===== src/hdl/polymul_pkg.sv =====
// ----------------------------------------------------------------------------
// polymul_pkg
// Shared types and constants for the polynomial multiplier.
// ----------------------------------------------------------------------------
package polymul_pkg;

  // Width of a coefficient word and of a term degree
  localparam int unsigned COEFF_W = 32;
  localparam int unsigned POW_W   = 6;

  // Commands from the controller to the datapath
  typedef struct packed {
    logic             wr_a;
    logic             wr_b;
    logic [POW_W-1:0] wr_addr;
    logic             mac_en;
    logic [POW_W-1:0] addr_a;
    logic [POW_W-1:0] addr_b;
    logic             mac_first;
    logic             mac_last;
    logic [POW_W-1:0] mac_pow;
    logic             clr_any;
    logic             res_rd;
    logic [POW_W-1:0] res_addr;
    logic             out_load;
    logic [POW_W-1:0] out_pow;
    logic             out_final;
  } cmd_t;

  // Status from the datapath to the controller
  typedef struct packed {
    logic busy;
    logic any;
  } status_t;

endpackage


===== src/hdl/polymul_ctrl.sv =====
// ----------------------------------------------------------------------------
// polymul_ctrl
// Sequencer: operand loading, convolution index walk, drain and emission.
// ----------------------------------------------------------------------------
module polymul_ctrl import polymul_pkg::*; #(
  parameter int unsigned MAX_TERMS = 32
) (
  input  logic    clk_i,
  input  logic    rst_ni,
  input  logic    in_valid_i,
  output logic    in_stall_o,
  input  logic    operand_i,
  input  logic    last_i,
  output logic    out_valid_o,
  input  logic    out_stall_i,
  input  status_t status_i,
  output cmd_t    cmd_o
);

  typedef enum logic [5:0] {
    S_LOAD    = 6'b000001,
    S_MAC     = 6'b000010,
    S_DRAIN   = 6'b000100,
    S_EMIT_RD = 6'b001000,
    S_EMIT_LD = 6'b010000,
    S_EMIT_WT = 6'b100000
  } state_e;

  localparam logic [POW_W-1:0] MAX_CNT = POW_W'(MAX_TERMS);

  state_e           state_q, state_d;
  logic [POW_W-1:0] fc_q, fc_d, sc_q, sc_d;
  logic             closed_q, closed_d;
  logic [POW_W-1:0] k_q, k_d, i_q, i_d, e_q, e_d, elast_q, elast_d;
  logic             out_valid_q, out_valid_d;

  logic             in_acc;
  logic [POW_W-1:0] i_hi, k_max, k_nxt, i_lo_nxt;

  assign in_acc     = in_valid_i & (state_q == S_LOAD);
  assign in_stall_o = (state_q != S_LOAD);
  assign out_valid_o = out_valid_q;

  always_comb begin
    i_hi     = (k_q < fc_q - 1'b1) ? k_q : fc_q - 1'b1;
    k_max    = fc_q + sc_q - POW_W'(2);
    k_nxt    = k_q + 1'b1;
    i_lo_nxt = (k_nxt >= sc_q) ? k_nxt - sc_q + 1'b1 : '0;
  end

  always_comb begin
    state_d     = state_q;
    fc_d        = fc_q;
    sc_d        = sc_q;
    closed_d    = closed_q;
    k_d         = k_q;
    i_d         = i_q;
    e_d         = e_q;
    elast_d     = elast_q;
    out_valid_d = out_valid_q;
    cmd_o       = '0;

    case (state_q)
      S_LOAD: begin
        cmd_o.wr_addr = operand_i ? sc_q : fc_q;
        if (in_acc && !operand_i && !closed_q) begin
          if (fc_q < MAX_CNT) begin
            cmd_o.wr_a = 1'b1;
            fc_d       = fc_q + 1'b1;
          end
          if (last_i) begin
            closed_d = 1'b1;
          end
        end else if (in_acc && operand_i && closed_q) begin
          if (sc_q < MAX_CNT) begin
            cmd_o.wr_b = 1'b1;
            sc_d       = sc_q + 1'b1;
          end
          if (last_i) begin
            cmd_o.clr_any = 1'b1;
            k_d           = '0;
            i_d           = '0;
            state_d       = S_MAC;
          end
        end
      end

      S_MAC: begin
        cmd_o.mac_en    = 1'b1;
        cmd_o.addr_a    = i_q;
        cmd_o.addr_b    = k_q - i_q;
        cmd_o.mac_first = (i_q == ((k_q >= sc_q) ? k_q - sc_q + 1'b1 : '0));
        cmd_o.mac_last  = (i_q == i_hi);
        cmd_o.mac_pow   = k_q;
        if (i_q == i_hi) begin
          if (k_q == k_max) begin
            state_d = S_DRAIN;
          end else begin
            k_d = k_nxt;
            i_d = i_lo_nxt;
          end
        end else begin
          i_d = i_q + 1'b1;
        end
      end

      S_DRAIN: begin
        // wait for the last term to land in the result store
        if (!status_i.busy) begin
          elast_d  = status_i.any ? k_max : '0;
          e_d      = '0;
          fc_d     = '0;
          sc_d     = '0;
          closed_d = 1'b0;
          state_d  = S_EMIT_RD;
        end
      end

      S_EMIT_RD: begin
        cmd_o.res_rd   = 1'b1;
        cmd_o.res_addr = e_q;
        state_d        = S_EMIT_LD;
      end

      S_EMIT_LD: begin
        cmd_o.out_load  = 1'b1;
        cmd_o.out_pow   = e_q;
        cmd_o.out_final = (e_q == elast_q);
        out_valid_d     = 1'b1;
        state_d         = S_EMIT_WT;
      end

      S_EMIT_WT: begin
        if (out_valid_q && !out_stall_i) begin
          out_valid_d = 1'b0;
          if (e_q == elast_q) begin
            state_d = S_LOAD;
          end else begin
            e_d     = e_q + 1'b1;
            state_d = S_EMIT_RD;
          end
        end
      end

      default: begin
        state_d = S_LOAD;
      end
    endcase
  end

  always_ff @(posedge clk_i or negedge rst_ni) begin
    if (!rst_ni) begin
      state_q     <= S_LOAD;
      fc_q        <= '0;
      sc_q        <= '0;
      closed_q    <= 1'b0;
      k_q         <= '0;
      i_q         <= '0;
      e_q         <= '0;
      elast_q     <= '0;
      out_valid_q <= 1'b0;
    end else begin
      state_q     <= state_d;
      fc_q        <= fc_d;
      sc_q        <= sc_d;
      closed_q    <= closed_d;
      k_q         <= k_d;
      i_q         <= i_d;
      e_q         <= e_d;
      elast_q     <= elast_d;
      out_valid_q <= out_valid_d;
    end
  end

endmodule


===== config.mk =====
export PLATFORM = sky130hd
export DESIGN_NAME = polymul_ctrl
export DESIGN_NICKNAME = d
export VERILOG_FILES = /design/src/hdl/polymul_pkg.sv /design/src/hdl/polymul_ctrl.sv
export SDC_FILE = /design/constraint.sdc
export NUM_CORES = 1
export LEC_CHECK = 0
export BUFFER_PORTS_ARGS = -buffer_cell sky130_fd_sc_hd__clkbuf_2
export CORE_MARGIN = 4
export CORE_UTILIZATION = 35
export CTS_CLUSTER_DIAMETER = 200
export DETAILED_ROUTE_END_ITERATION = 16
export GPL_TIMING_DRIVEN = 1
export PLACE_DENSITY_LB_ADDON = 0.05
export SLEW_MARGIN = 40
export SYNTH_ARGS = -nofsm -noshare
export SYNTH_HDL_FRONTEND = slang
export SYNTH_SLANG_ARGS = --single-unit

===== constraint.sdc =====
create_clock -name clk_i -period 10.9 [get_ports clk_i]
set_clock_uncertainty 0.2 [all_clocks]
set_input_delay 1.635 -clock clk_i [delete_from_list [all_inputs] [get_ports clk_i]]
set_output_delay 1.635 -clock clk_i [all_outputs]
set_load 0.1 [all_outputs]

Word-level counts from Yosys, hierarchy flattened
Cells that the tools add are included.
Widths: inputs -> output; s select.
Word-level totals
  register bits after elaboration: 44
  input bits: 8
  output and inout port bits: 47
  word-level logic and storage cells: 127
Cells by class
  add/subtract/negate cells: 13
  magnitude comparators: 5
  eq/ne operators: 24
  mux-type cells: 53
  bitwise logic cells: 2
  reduce and logical (&&, ||, !) cells: 21
Operator list (count)
  $mux 6: 27
  $pmux 6 s2: 5
  $add 6x1->6 const B: 7
  $pmux 6 s6: 1
  $eq 6x6->1: 4
  $mux 21: 1
  $sub 6x6->6: 3
  $mux 8: 2
  $ne 2x2->1 const B: 8
  $mux 1: 13
  $ge 6x6->1: 2
  $lt 6x6->1 const B: 2
  $reduce_and 4->1: 3
  $reduce_and 5->1: 2
  $ne 2x1->1 const B: 4
  $reduce_bool 2->1: 4
  $mux 7: 1
  $reduce_and 7->1: 1
  $add 6x6->6: 1
  $eq 6x1->1 const B: 1
  $eq 6x2->1 const B: 1
  $eq 6x3->1 const B: 1
  $eq 6x4->1 const B: 1
  $eq 6x5->1 const B: 1
  14 further kinds: 22

Logic depth before layout (Yosys ltp)
  depth in word-level cells: 7
  gate-level depth with buffers: 14
  gate-level depth less buffers: 13

Least setup slack after synthesis
No wires, ideal clock.
  path kind: register to output
  start point: reg k_q[1]
  end point: out cmd_o[23] (netlist name)
  arrival: 7035 ps
  required time: 9065 ps
  setup slack: 2030 ps
  cell stages (with the launch flop): 11
  cell sequence: dfrtp_1 ha_1 inv_1 ha_1 fa_1 a21o_1 a21oi_1 xnor2_1 a211o_1 or2_2 a2111oi_0
RTL lines
  start: declaration: line polymul_ctrl.sv:34  | logic [POW_W-1:0] k_q, k_d, i_q, i_d, e_q, e_d, elast_q, elast_d;
  start signal: assignment: line polymul_ctrl.sv:167  | k_q <= k_d;
  end: declaration: line polymul_ctrl.sv:17  | output cmd_t cmd_o

==> results.toml <==
[die]
dieArea_um2 = 14270
coreArea_um2 = 12110
rows = 40
die_x_um = 119.5
start_util = 0.3591
die_h_um = 119.5
io_pins = 55

[pwr]
ir_drop_uv = 287.2
p_total_mw = 1.448
p_leak_nw = 2.381
p_per_area_nw_per_um2 = 293.5

[critical_path]
cp.arrival_ps = 4560
crit_required_ps = 9070
r2r-end = "i_q[0]$_DFFE_PN0P_"
crit_fanout = 10
cp_slowest_cell = "a221oi_1"
rrSetupSlack_ps = 6330
slowest_delay_ps = 670
startpoint_type = "register"
crit_top_cell = "nor2_1"
critical_path_class = "register to output pin"
critical_path.startpoint = "fc_q[0]$_DFFE_PN0P_"
worstPathCellList = "or3_4 > nor4_1 > nor2_1 > ha_1 > and2_1 > a221oi_1 > a2111oi_0 > a211oi_2 > nand4_2 > nor2_1 > clkbuf_2"
r2r-start = "fc_q[0]$_DFFE_PN0P_"
r2r_cells = 12
worst_setup_path_end_kind = "output pin"
critPathCapture = "cmd_o[22]"

[sta]
worst_pin_slew_ps = 770.8
setup_slack_ps = 4508
fmax_mhz = 156.4
finalSetupTns_ps = 0
grt_setup_unrepaired = "false"
min_period_over_period = 0.5864
slew_violations = 0
period_needed_ps = 6392
finalHoldViolations = 0
relSlewSlack = 0.4861
finalSetupViolations = 0

[placement]
placed_cell_area_um2 = 4788
dp_cells = 712
io_buffers = 54
gp_congestion = 0.8700
place_ws_ps = 4884
place.detailed.hpwl_mm = 10.06

[route]
dr_total_vias = 3821
viasPerCell = 5.307
ant_nets = 0
drt_iter0_drc = 209
wl_mm = 13.12
dr.pass1.iters = 5
wl_per_cell_um = 18.22
drc = 0

[cts]
cts_max_level = 2
clk_pin_slew_ps = 70
numCtsBuffers = 5
tritoncts = "done"
cts_resized = 0
cts-root-buf = "clkbuf_16"
clock-sinks = 44
clock_tree.buffer_depth = 2
insertion_delay_ps = 290
cts_setup_buffers = 0
hold_buffers = 0

[grt]
grt.busiest_layer = "met2"
antenna_found_initial = 0
grt.total_usage = 0.1823
gr-total-overflow = 0
grt_pass1_vias = 3481
use_met1 = 0.2626
use_met2 = 0.2860
grt_max_degree = 45
grt_use_met3 = 0.03514
grt_pass1_wl_mm = 20.41

[final_layout]
fin_cells = 720
fillers = 1283
layout_commonest_cell = "clkbuf_2"
insertedDiodeCount = 0
nNetsFinal = 616
drive_gt1_frac = 0.1612
area_growth_pct = 13.46
final_cell_mix = "clkbuf_2, nor2_1, ha_1, inv_1, dfrtp_1"
finalInstanceArea_um2 = 4935

[synth]
ys_types = 67
syn_inst = 506
synth-edff-count = 0
ys_seq_area_frac = 0.2535
syn-cell-area_um2 = 4349
synth_seq_cells = 44
synth_nets = 571
synth-async-reset-ratio = 1.000
synth_top_flop_cell = "dfrtp_1"
synth.avg_cell_area_um2 = 8.595
yosysWarningCount = 0

[worst_hold_path]
hold_path_class = "register to register"

[flow_run]
maxCapViolations = 0

[outcome]
status = "complete, no violations"
## worst min path at each step
| stage | startpoint | endpoint | slack (ps) | depth (start not counted) |
|---|---|---|---|---|
| floorplan | elast_q[0]$_DFFE_PN0P_ | elast_q[0]$_DFFE_PN0P_ | 260 | 2 |
| global placement | elast_q[3]$_DFFE_PN0P_ | elast_q[3]$_DFFE_PN0P_ | 280 | 2 |
| detailed placement | elast_q[0]$_DFFE_PN0P_ | elast_q[0]$_DFFE_PN0P_ | 280 | 2 |
| CTS | elast_q[0]$_DFFE_PN0P_ | elast_q[0]$_DFFE_PN0P_ | 300 | 2 |
| global route | elast_q[3]$_DFFE_PN0P_ | elast_q[3]$_DFFE_PN0P_ | 320 | 2 |
| finish | elast_q[0]$_DFFE_PN0P_ | elast_q[0]$_DFFE_PN0P_ | 290 | 2 |
## sequential cells by signal (all words and copies together) (netlist names)
| name | count |
|---|---|
| e_q | 6 |
| elast_q | 6 |
| fc_q | 6 |
| i_q | 6 |
| k_q | 6 |
| sc_q | 6 |
| state_q | 6 |
| closed_q | 1 |
| out_valid_o | 1 |
## worst max-delay path, delay by kind of cell (launching register included)
kind	cells	cell delay [ps]
flops	1	500
compound gates	3	1240
fa+ha+maj	1	330
simple gates	6	1700
buf+inv	1	480
## metal layers
layer  vias up  wire [um]
met1      1851       6228
met3        14        790
li1       1853          -
met2       103       5963
met4         0        138
met5         -          0
## cells in the mapped netlist, types with 6 or more instances
cell      instances  area share
dfrtp_1          43        0.25
a21o_1           13       0.022
nand2_1          35       0.030
nor2_1           50       0.043
xnor2_1          28       0.056
inv_1            45       0.039
nor2b_1           6      0.0086
mux2i_1          10       0.023
ha_1             49        0.14
nand4_1           6      0.0086
fa_1              8       0.037
nor4_1            8       0.012
clkbuf_1         17       0.015
and2_1           17       0.024
a31oi_1           6      0.0086
o21ai_0          20       0.023
a21oi_1          16       0.018
nor3_1           14       0.016
nand3_1          13       0.015
xor2_1           21       0.042
nand3b_1          6       0.010
## cells by family after synthesis
logic type / share of synthesized area
AND/OR/NAND/NOR: 0.2080
AO/OA/AOI/OAI: 0.1510
adder cells (fa/ha/maj): 0.1778
multiplexers: 0.03423
XOR/XNOR: 0.1145
flip-flops: 0.2535
buffers and inverters: 0.06099
## where the power goes
| group | total [mW] | internal (mW) | switching, mW |
|---|---|---|---|
| Clock | 0.155 | 0.0849 | 0.0701 |
| Combinational | 1.02 | 0.395 | 0.626 |
| Sequential | 0.272 | 0.195 | 0.0765 |
| Total | 1.45 | 0.676 | 0.773 |
## stage by stage
| stage | hold slack, ps | utilization |
|---|---|---|
| CTS | 295.4 | 0.4070 |
| finish | 288.2 | 0.4074 |
| detailed placement | 281.9 | 0.3954 |
| floorplan | 258.6 | - |
| global route | 321.4 | 0.4074 |
| global placement | 277.0 | 0.3948 |
## area by class of cell
type,instances,area [um^2],area share
Sequential cell,44,1102,0.2234
Clock buffer,6,128.9,0.02612
Clock inverter,2,12.51,0.002535
Inverter,48,180.2,0.03651
Tap cell,168,210.2,0.04260
Timing Repair Buffer,59,307.8,0.06237
Multi-Input combinational cell,393,2993,0.6065
No activity file was read; power rests on OpenSTA's default activity.
